`config.mk`:
```
export PLATFORM = sky130hd
export DESIGN_NAME = pwm_pilot_duty_frequency_current
export DESIGN_NICKNAME = d
export VERILOG_FILES = /design/src/rtl/pdfc_pkg.sv /design/src/rtl/pwm_pilot_duty_frequency_current.sv
export VERILOG_INCLUDE_DIRS = /design/src /design/src/rtl
export SDC_FILE = /design/constraint.sdc
export NUM_CORES = 2
export LEC_CHECK = 0
export BUFFER_PORTS_ARGS = -buffer_cell sky130_fd_sc_hd__buf_4
export CORE_MARGIN = 4
export CORE_UTILIZATION = 31
export DETAILED_ROUTE_END_ITERATION = 10
export PLACE_DENSITY = 0.56
export SYNTH_ARGS = -nofsm -noshare
export SYNTH_HDL_FRONTEND = slang
export SYNTH_SLANG_ARGS = --single-unit
```
`constraint.sdc`:
```
create_clock -name i_clk -period 13.34 [get_ports i_clk]
set_input_delay 2.668 -clock i_clk [delete_from_list [all_inputs] [get_ports i_clk]]
set_output_delay 2.668 -clock i_clk [all_outputs]
set_load 0.1 [all_outputs]
```
`src/rtl/assert_macros.svh`:
```
// Assertion macros for the RTL of the pilot decoder.
`ifndef ASSERT_MACROS_SVH
`define ASSERT_MACROS_SVH

// The consequent must hold in the same cycle as the antecedent.
`define ASSERT_IMPL(label, clk, rst_n, ante, cons) \
    label: assert property (@(posedge clk) disable iff (!rst_n) (ante) |-> (cons)) \
        else $error("assertion failed");

// The expression must never be true out of reset.
`define ASSERT_NEVER(label, clk, rst_n, expr) \
    label: assert property (@(posedge clk) disable iff (!rst_n) !(expr)) \
        else $error("assertion failed");

`endif

```
`src/rtl/pdfc_pkg.sv`:
```
// Package with types, constants and the current lookup of the pilot decoder.
`timescale 1ns / 1ps

package pdfc_pkg;

    localparam int TICK_W   = 16;
    localparam int TOTAL_W  = TICK_W + 1;
    localparam int DEN_W    = TOTAL_W + 1;
    localparam int RATE_W   = 24;
    localparam int REMD_W   = 24;
    localparam int REMF_W   = 26;
    localparam int CMP_W    = 34;
    localparam int DUTY_W   = 7;
    localparam int FREQ_W   = 16;
    localparam int AMPS_W   = 7;

    // Stage 0 forms the operands, one quotient bit per stage after it,
    // then a result stage.
    localparam int DIV_STAGES = FREQ_W;
    localparam int NUM_STAGES = DIV_STAGES + 2;

    localparam logic [RATE_W-1:0] TICK_RATE_RESET = 24'd2000000;
    localparam logic [FREQ_W-1:0] FREQ_MAX        = 16'hFFFF;
    localparam logic [REMD_W-1:0] DUTY_SCALE      = 24'd200;

    localparam logic [DUTY_W-1:0] DUTY_MIN      = 7'd8;
    localparam logic [DUTY_W-1:0] DUTY_LOW_END  = 7'd10;
    localparam logic [DUTY_W-1:0] DUTY_MID_END  = 7'd85;
    localparam logic [DUTY_W-1:0] DUTY_MAX      = 7'd96;
    localparam logic [DUTY_W-1:0] DUTY_OFFSET   = 7'd64;
    localparam logic [AMPS_W-1:0] AMPS_LOW      = 7'd6;

    typedef struct packed {
        logic [TICK_W-1:0] high_ticks;
        logic [TICK_W-1:0] low_ticks;
        logic              measurement_invalid;
    } t_in_item;

    typedef struct packed {
        logic [DUTY_W-1:0] duty_percent;
        logic [FREQ_W-1:0] frequency_hz;
        logic [AMPS_W-1:0] current_amps;
    } t_out_item;

    typedef struct packed {
        logic              zero;
        logic              sat;
        logic [DEN_W-1:0]  den;
        logic [REMD_W-1:0] rem_d;
        logic [REMF_W-1:0] rem_f;
        logic [DUTY_W-1:0] q_d;
        logic [FREQ_W-1:0] q_f;
    } t_stage;

    // Piecewise pilot current. The divide by ten is a multiply by 205 and
    // a shift by 11, exact for the values below 1029 that occur here.
    function automatic logic [AMPS_W-1:0] current_from_duty(input logic [DUTY_W-1:0] duty);
        logic [9:0]        x;
        logic [19:0]       p;
        logic [7:0]        y;
        logic [AMPS_W-1:0] a;
        x = '0;
        p = '0;
        y = '0;
        if (duty < DUTY_MIN || duty > DUTY_MAX) begin
            a = '0;
        end else if (duty < DUTY_LOW_END) begin
            a = AMPS_LOW;
        end else if (duty < DUTY_MID_END) begin
            x = {3'b000, duty} * 10'd6 + 10'd5;
            p = {10'b0, x} * 20'd205;
            a = p[17:11];
        end else begin
            y = {1'b0, duty - DUTY_OFFSET} * 8'd5 + 8'd1;
            a = y[7:1];
        end
        return a;
    endfunction

endpackage

```
`src/rtl/pwm_pilot_duty_frequency_current.sv`:
```
// Pilot PWM decoder: duty percent, frequency and allowed current per period.
`timescale 1ns / 1ps
`include "assert_macros.svh"

// Each item is one measured PWM period (on and off tick counts plus an
// invalid flag) and gives one result: the off-phase duty rounded to whole
// percent, the frequency rounded to hertz and saturated at 65535, and the
// allowed pilot current in amps. The block takes one item per cycle while
// a stage is free or the output is taken. The frequency divider is a
// restoring divider that resolves one quotient bit per pipeline stage
// over 16 stages, with the 7-bit duty division running in the first seven
// of them. A stall at the output only holds the stages that are full, so
// empty stages still fill. The tick rate register is written through its
// own channel, which is always ready.
module pwm_pilot_duty_frequency_current (
    input  logic                           i_clk,
    input  logic                           i_rst_n,
    input  logic                           i_in_valid,
    output logic                           o_in_ready,
    input  pdfc_pkg::t_in_item             i_in_item,
    output logic                           o_out_valid,
    input  logic                           i_out_ready,
    output pdfc_pkg::t_out_item            o_out_item,
    input  logic                           i_cfg_valid,
    output logic                           o_cfg_ready,
    input  logic [pdfc_pkg::RATE_W-1:0]    i_cfg_data
);

    logic [pdfc_pkg::RATE_W-1:0]         r_tick_rate;
    logic [pdfc_pkg::NUM_STAGES-1:0]     r_v;
    logic [pdfc_pkg::NUM_STAGES-1:0]     en;
    pdfc_pkg::t_stage                    r_st [0:pdfc_pkg::DIV_STAGES];
    pdfc_pkg::t_stage                    n_st [0:pdfc_pkg::DIV_STAGES];
    pdfc_pkg::t_stage                    n_op;
    pdfc_pkg::t_out_item                 r_out;
    pdfc_pkg::t_out_item                 n_out;
    logic [pdfc_pkg::TOTAL_W-1:0]        total;

    // A stage moves when some stage at or after it is empty, or the output
    // is being taken.
    always_comb begin
        for (int k = 0; k < pdfc_pkg::NUM_STAGES; k++) begin
            en[k] = i_out_ready || (((~r_v) >> k) != '0);
        end
    end

    assign o_in_ready  = en[0];
    assign o_cfg_ready = 1'b1;
    assign o_out_valid = r_v[pdfc_pkg::NUM_STAGES-1];
    assign o_out_item  = r_out;

    // Operand setup. Halves round upward, so both numerators carry an extra
    // total and both divisors are twice the period.
    always_comb begin
        total = {1'b0, i_in_item.high_ticks} + {1'b0, i_in_item.low_ticks};
        n_op.zero  = i_in_item.measurement_invalid || (total == '0);
        n_op.sat   = 1'b0;
        n_op.den   = {total, 1'b0};
        n_op.rem_d = {8'b0, i_in_item.low_ticks} * pdfc_pkg::DUTY_SCALE
                   + {7'b0, total};
        n_op.rem_f = {1'b0, r_tick_rate, 1'b0} + {9'b0, total};
        n_op.q_d   = '0;
        n_op.q_f   = '0;
    end

    // Divider stages: stage k decides frequency bit 16-k, and duty bit 7-k
    // in the first seven stages. The first stage also flags saturation.
    always_comb begin
        logic [pdfc_pkg::CMP_W-1:0] sh_f;
        logic [pdfc_pkg::CMP_W-1:0] sh_d;
        n_st[0] = n_op;
        sh_d    = '0;
        for (int k = 1; k <= pdfc_pkg::DIV_STAGES; k++) begin
            n_st[k] = r_st[k-1];
            sh_f = pdfc_pkg::CMP_W'(r_st[k-1].den) << (pdfc_pkg::FREQ_W - k);
            if (k == 1) begin
                n_st[k].sat = pdfc_pkg::CMP_W'(r_st[k-1].rem_f)
                            >= (pdfc_pkg::CMP_W'(r_st[k-1].den) << pdfc_pkg::FREQ_W);
            end
            if (pdfc_pkg::CMP_W'(r_st[k-1].rem_f) >= sh_f) begin
                n_st[k].rem_f = r_st[k-1].rem_f - sh_f[pdfc_pkg::REMF_W-1:0];
                n_st[k].q_f[pdfc_pkg::FREQ_W-k] = 1'b1;
            end
            if (k <= pdfc_pkg::DUTY_W) begin
                sh_d = pdfc_pkg::CMP_W'(r_st[k-1].den) << (pdfc_pkg::DUTY_W - k);
                if (pdfc_pkg::CMP_W'(r_st[k-1].rem_d) >= sh_d) begin
                    n_st[k].rem_d = r_st[k-1].rem_d - sh_d[pdfc_pkg::REMD_W-1:0];
                    n_st[k].q_d[pdfc_pkg::DUTY_W-k] = 1'b1;
                end
            end
        end
    end

    always_comb begin
        if (r_st[pdfc_pkg::DIV_STAGES].zero) begin
            n_out = '0;
        end else begin
            n_out.duty_percent = r_st[pdfc_pkg::DIV_STAGES].q_d;
            n_out.frequency_hz = r_st[pdfc_pkg::DIV_STAGES].sat ? pdfc_pkg::FREQ_MAX
                               : r_st[pdfc_pkg::DIV_STAGES].q_f;
            n_out.current_amps =
                pdfc_pkg::current_from_duty(r_st[pdfc_pkg::DIV_STAGES].q_d);
        end
    end

    always_ff @(posedge i_clk) begin
        if (!i_rst_n) begin
            r_tick_rate <= pdfc_pkg::TICK_RATE_RESET;
            r_v         <= '0;
        end else begin
            if (i_cfg_valid) begin
                r_tick_rate <= i_cfg_data;
            end
            if (en[0]) begin
                r_v[0] <= i_in_valid;
            end
            for (int k = 1; k < pdfc_pkg::NUM_STAGES; k++) begin
                if (en[k]) begin
                    r_v[k] <= r_v[k-1];
                end
            end
        end
    end

    always_ff @(posedge i_clk) begin
        for (int k = 0; k <= pdfc_pkg::DIV_STAGES; k++) begin
            if (en[k]) begin
                r_st[k] <= n_st[k];
            end
        end
        if (en[pdfc_pkg::NUM_STAGES-1]) begin
            r_out <= n_out;
        end
    end

    // Intake only stops when every stage holds an item and the output waits.
    `ASSERT_IMPL(a_stall_from_output, i_clk, i_rst_n, !o_in_ready, o_out_valid && !i_out_ready && (&r_v))
    `ASSERT_NEVER(a_duty_range, i_clk, i_rst_n, o_out_valid && (o_out_item.duty_percent > 7'd100))
    `ASSERT_IMPL(a_current_needs_duty, i_clk, i_rst_n, o_out_valid && (o_out_item.current_amps != '0), (o_out_item.duty_percent >= pdfc_pkg::DUTY_MIN) && (o_out_item.duty_percent <= pdfc_pkg::DUTY_MAX))

endmodule

```
==> impl_metrics.toml <==
[placed_design]
hpwl_um = 104000
finalWeightedCongestion = 0.871
io_buffers = 93

[detailed_routing]
vias = 38336
drc_errors = 0
wl_per_cell_um = 16.3
antenna_left = 0
viasPerCell = 4.73
dr.pass1.iters = 5
drt_iter0_markers = 2033
wirelength_um = 133000

[clock_network]
root_buffer = "clkbuf_16"
cts_setup_buffers = 0
numClockSinks = 1152
clock_path_buffers = 3
cts_resized = 0
ctsHtreeMaxLevel = 3
clk_pin_slew_worst_paths_ns = 0.07
cts_buffers = 119
cts_hold_buf = 0
clock_latency_ns = 0.75
cts_tree = "done"

[timing]
rsz0062_at_grt = "false"
tightest_slew_ns = 1.13
drv_slew = 0
slew_headroom_pct = 24.1
setup_viol = 0
finClkSkew_ns = 0.0240
tns_ns = 0
fmax_mhz = 114
post-route-period-util_pct = 65.5
layout_min_cycle_time_ns = 8.74
hold_violations = 0

[worst_setup_path]
cp-end-kind = "primary output"
crit_type = "in -> out"
setup.worst_path.start = "i_out_ready"
worstReg2RegStart = "r_st[0][1505]"
cp_max_fo = 65
worst_path_most_repeated_cell = "buf_4"
slowest_delay_ns = 0.63
slowest_stage = "nor3_1"
crit_chain = "buf_4 > nor2b_1 > inv_1 > buf_4 > nor2_1 > and2_1 > inv_2 > nor3_1 > and2_1 > and3_1 > nand2_2 > buf_4 > buf_4"
critPathLaunchType = "input port"
worstPathArrival_ns = 6.07
worstPathRequired_ns = 10.67

[final_layout]
syn2layout_area_growth_pct = 12.7
drive_gt1_share_pct = 8.25
final_cell_mix = "edfxtp_1, ha_1, inv_1"
final_common_cell = "edfxtp_1"
register_area_sq_um = 34200
multi_input_area_sq_um = 25700
fin_nets = 6023
nFillCells = 19154

[yosys]
async_reset_ff_share_pct = 0
synth_ff_type = "edfxtp_1"
syn_area_sq_um = 62000
synth_warnings = 0
synth-seq-area-share_pct = 55.1
synth_seq_cells = 1152
synth_cells = 5195
syn_area_per_cell_sq_um = 11.9
synth_fp_nets = 5849
synth.distinct_cells = 85
synth_enable_flop_cells = 1110

[die]
ios = 95
die_area_sq_um = 207000
start_util_pct = 31.3
dieHeight_um = 455
rows = 163
core_sq_um = 198000
die_width_um = 455

[grt]
grt_pass1_wl_um = 210000
grt_antenna_before_repair = 1
grt_usage_pct = 12.7
grt_max_degree = 79
overflow = 0
grt_pass1_vias = 39409

[hold_path]
hp-class = "reg -> reg"
hold_path_startpoint = "r_st[0][1320]"

[flow_run]
maxCapViolCount = 0

[status]
status = "complete, no violations"
[cell usage after synthesis, drive strengths merged, types with 15 or more instances]
cell    count  share of area, %
a211oi     30              0.37
a21boi     34              0.41
a21o      148               1.8
a21oi     338               2.7
a31oi      20              0.20
and2       15              0.15
and3       26              0.26
clkbuf     62              0.38
dfxtp      42               1.4
edfxtp   1110                54
fa         49               1.6
ha        543                11
inv       522               3.2
mux2      108               2.0
mux2i      45              0.73
nand2     325               2.0
nand2b     73              0.74
nand3      60              0.48
nand4      58              0.59
nor2      335               2.0
nor2b     107               1.1
nor3       81              0.65
nor4       48              0.48
o211ai     18              0.22
o21a       58              0.70
o21ai     291               2.3
o21bai     43              0.52
o31ai      26              0.34
or2        15              0.15
or3        17              0.17
xnor2     229               3.2
xor2      148               2.1
[stage by stage]
step | area [sq um] | hold WS (ns) | setup slack [ns] | util [%] | cells
final | 69900 | 0.410 | 4.60 | 35.3 | 8108
after CTS | 69900 | 0.411 | 4.59 | 35.3 | 8107
after floorplan | 62000 | 0.400 | 2.94 | - | 5195
after detailed placement | 66000 | 0.405 | 4.61 | 33.3 | 7888
after global routing | 69900 | 0.422 | 4.32 | 35.3 | 8108
after global placement | 66000 | 0.401 | 4.61 | 33.3 | 7888
[final timing paths]
| path | end | slack [ns] | cells after the start |
|---|---|---|---|
| hold / removal | r_st[0][1413] | 0.41 | 0 |
| hold reg to reg | r_st[0][1413] | 0.41 | 0 |
| setup reg to reg | o_out_item[6] | 7.09 | 24 |
| setup / recovery | o_in_ready | 4.60 | 13 |
[layer usage]
| layer | routed length, um | up-vias | GRT usage, % |
|---|---|---|---|
| li1 | - | 19318 | - |
| met5 | 0 | - | 0 |
| met2 | 68400 | 589 | 23.7 |
| met1 | 52600 | 18114 | 13.8 |
| met4 | 7900 | 0 | 6.99 |
| met3 | 3660 | 315 | 1.94 |
[state kept, by name, indices dropped and copies added (netlist names)]
name,flops
r_st,1080
r_v,18
r_tick_rate,24
o_out_item,30
[critical path: cells and delay by family]
family / cells / cell delay, ns
buffers and inverters: 6 / 1.24
AND/OR/NAND/NOR: 7 / 2.10
[cell type report]
cell class	count	area share [%]
clock inverters	81	1.05
well taps	2640	4.73
multi-input cells	3450	36.7
inverters	522	2.80
clock buffers	138	4.43
flip-flops and latches	1152	48.9
diodes	1	0.00358
repair buffers	124	1.33
[cell families after synthesis]
family,count (synthesis),share of synthesized area (%)
and+or+nand+nor,1228,9.68
DFF,1152,55.1
AOI/OAI and AO/OA,1099,11.0
buffers and inverters,593,3.61
adders and majority gates,592,12.5
xor gates and xnor gates,377,5.33
muxes,153,2.69
other,1,0.00605
Power is not shown: default switching activity piles up to over one toggle a cycle in this logic, so the estimate is an artifact.
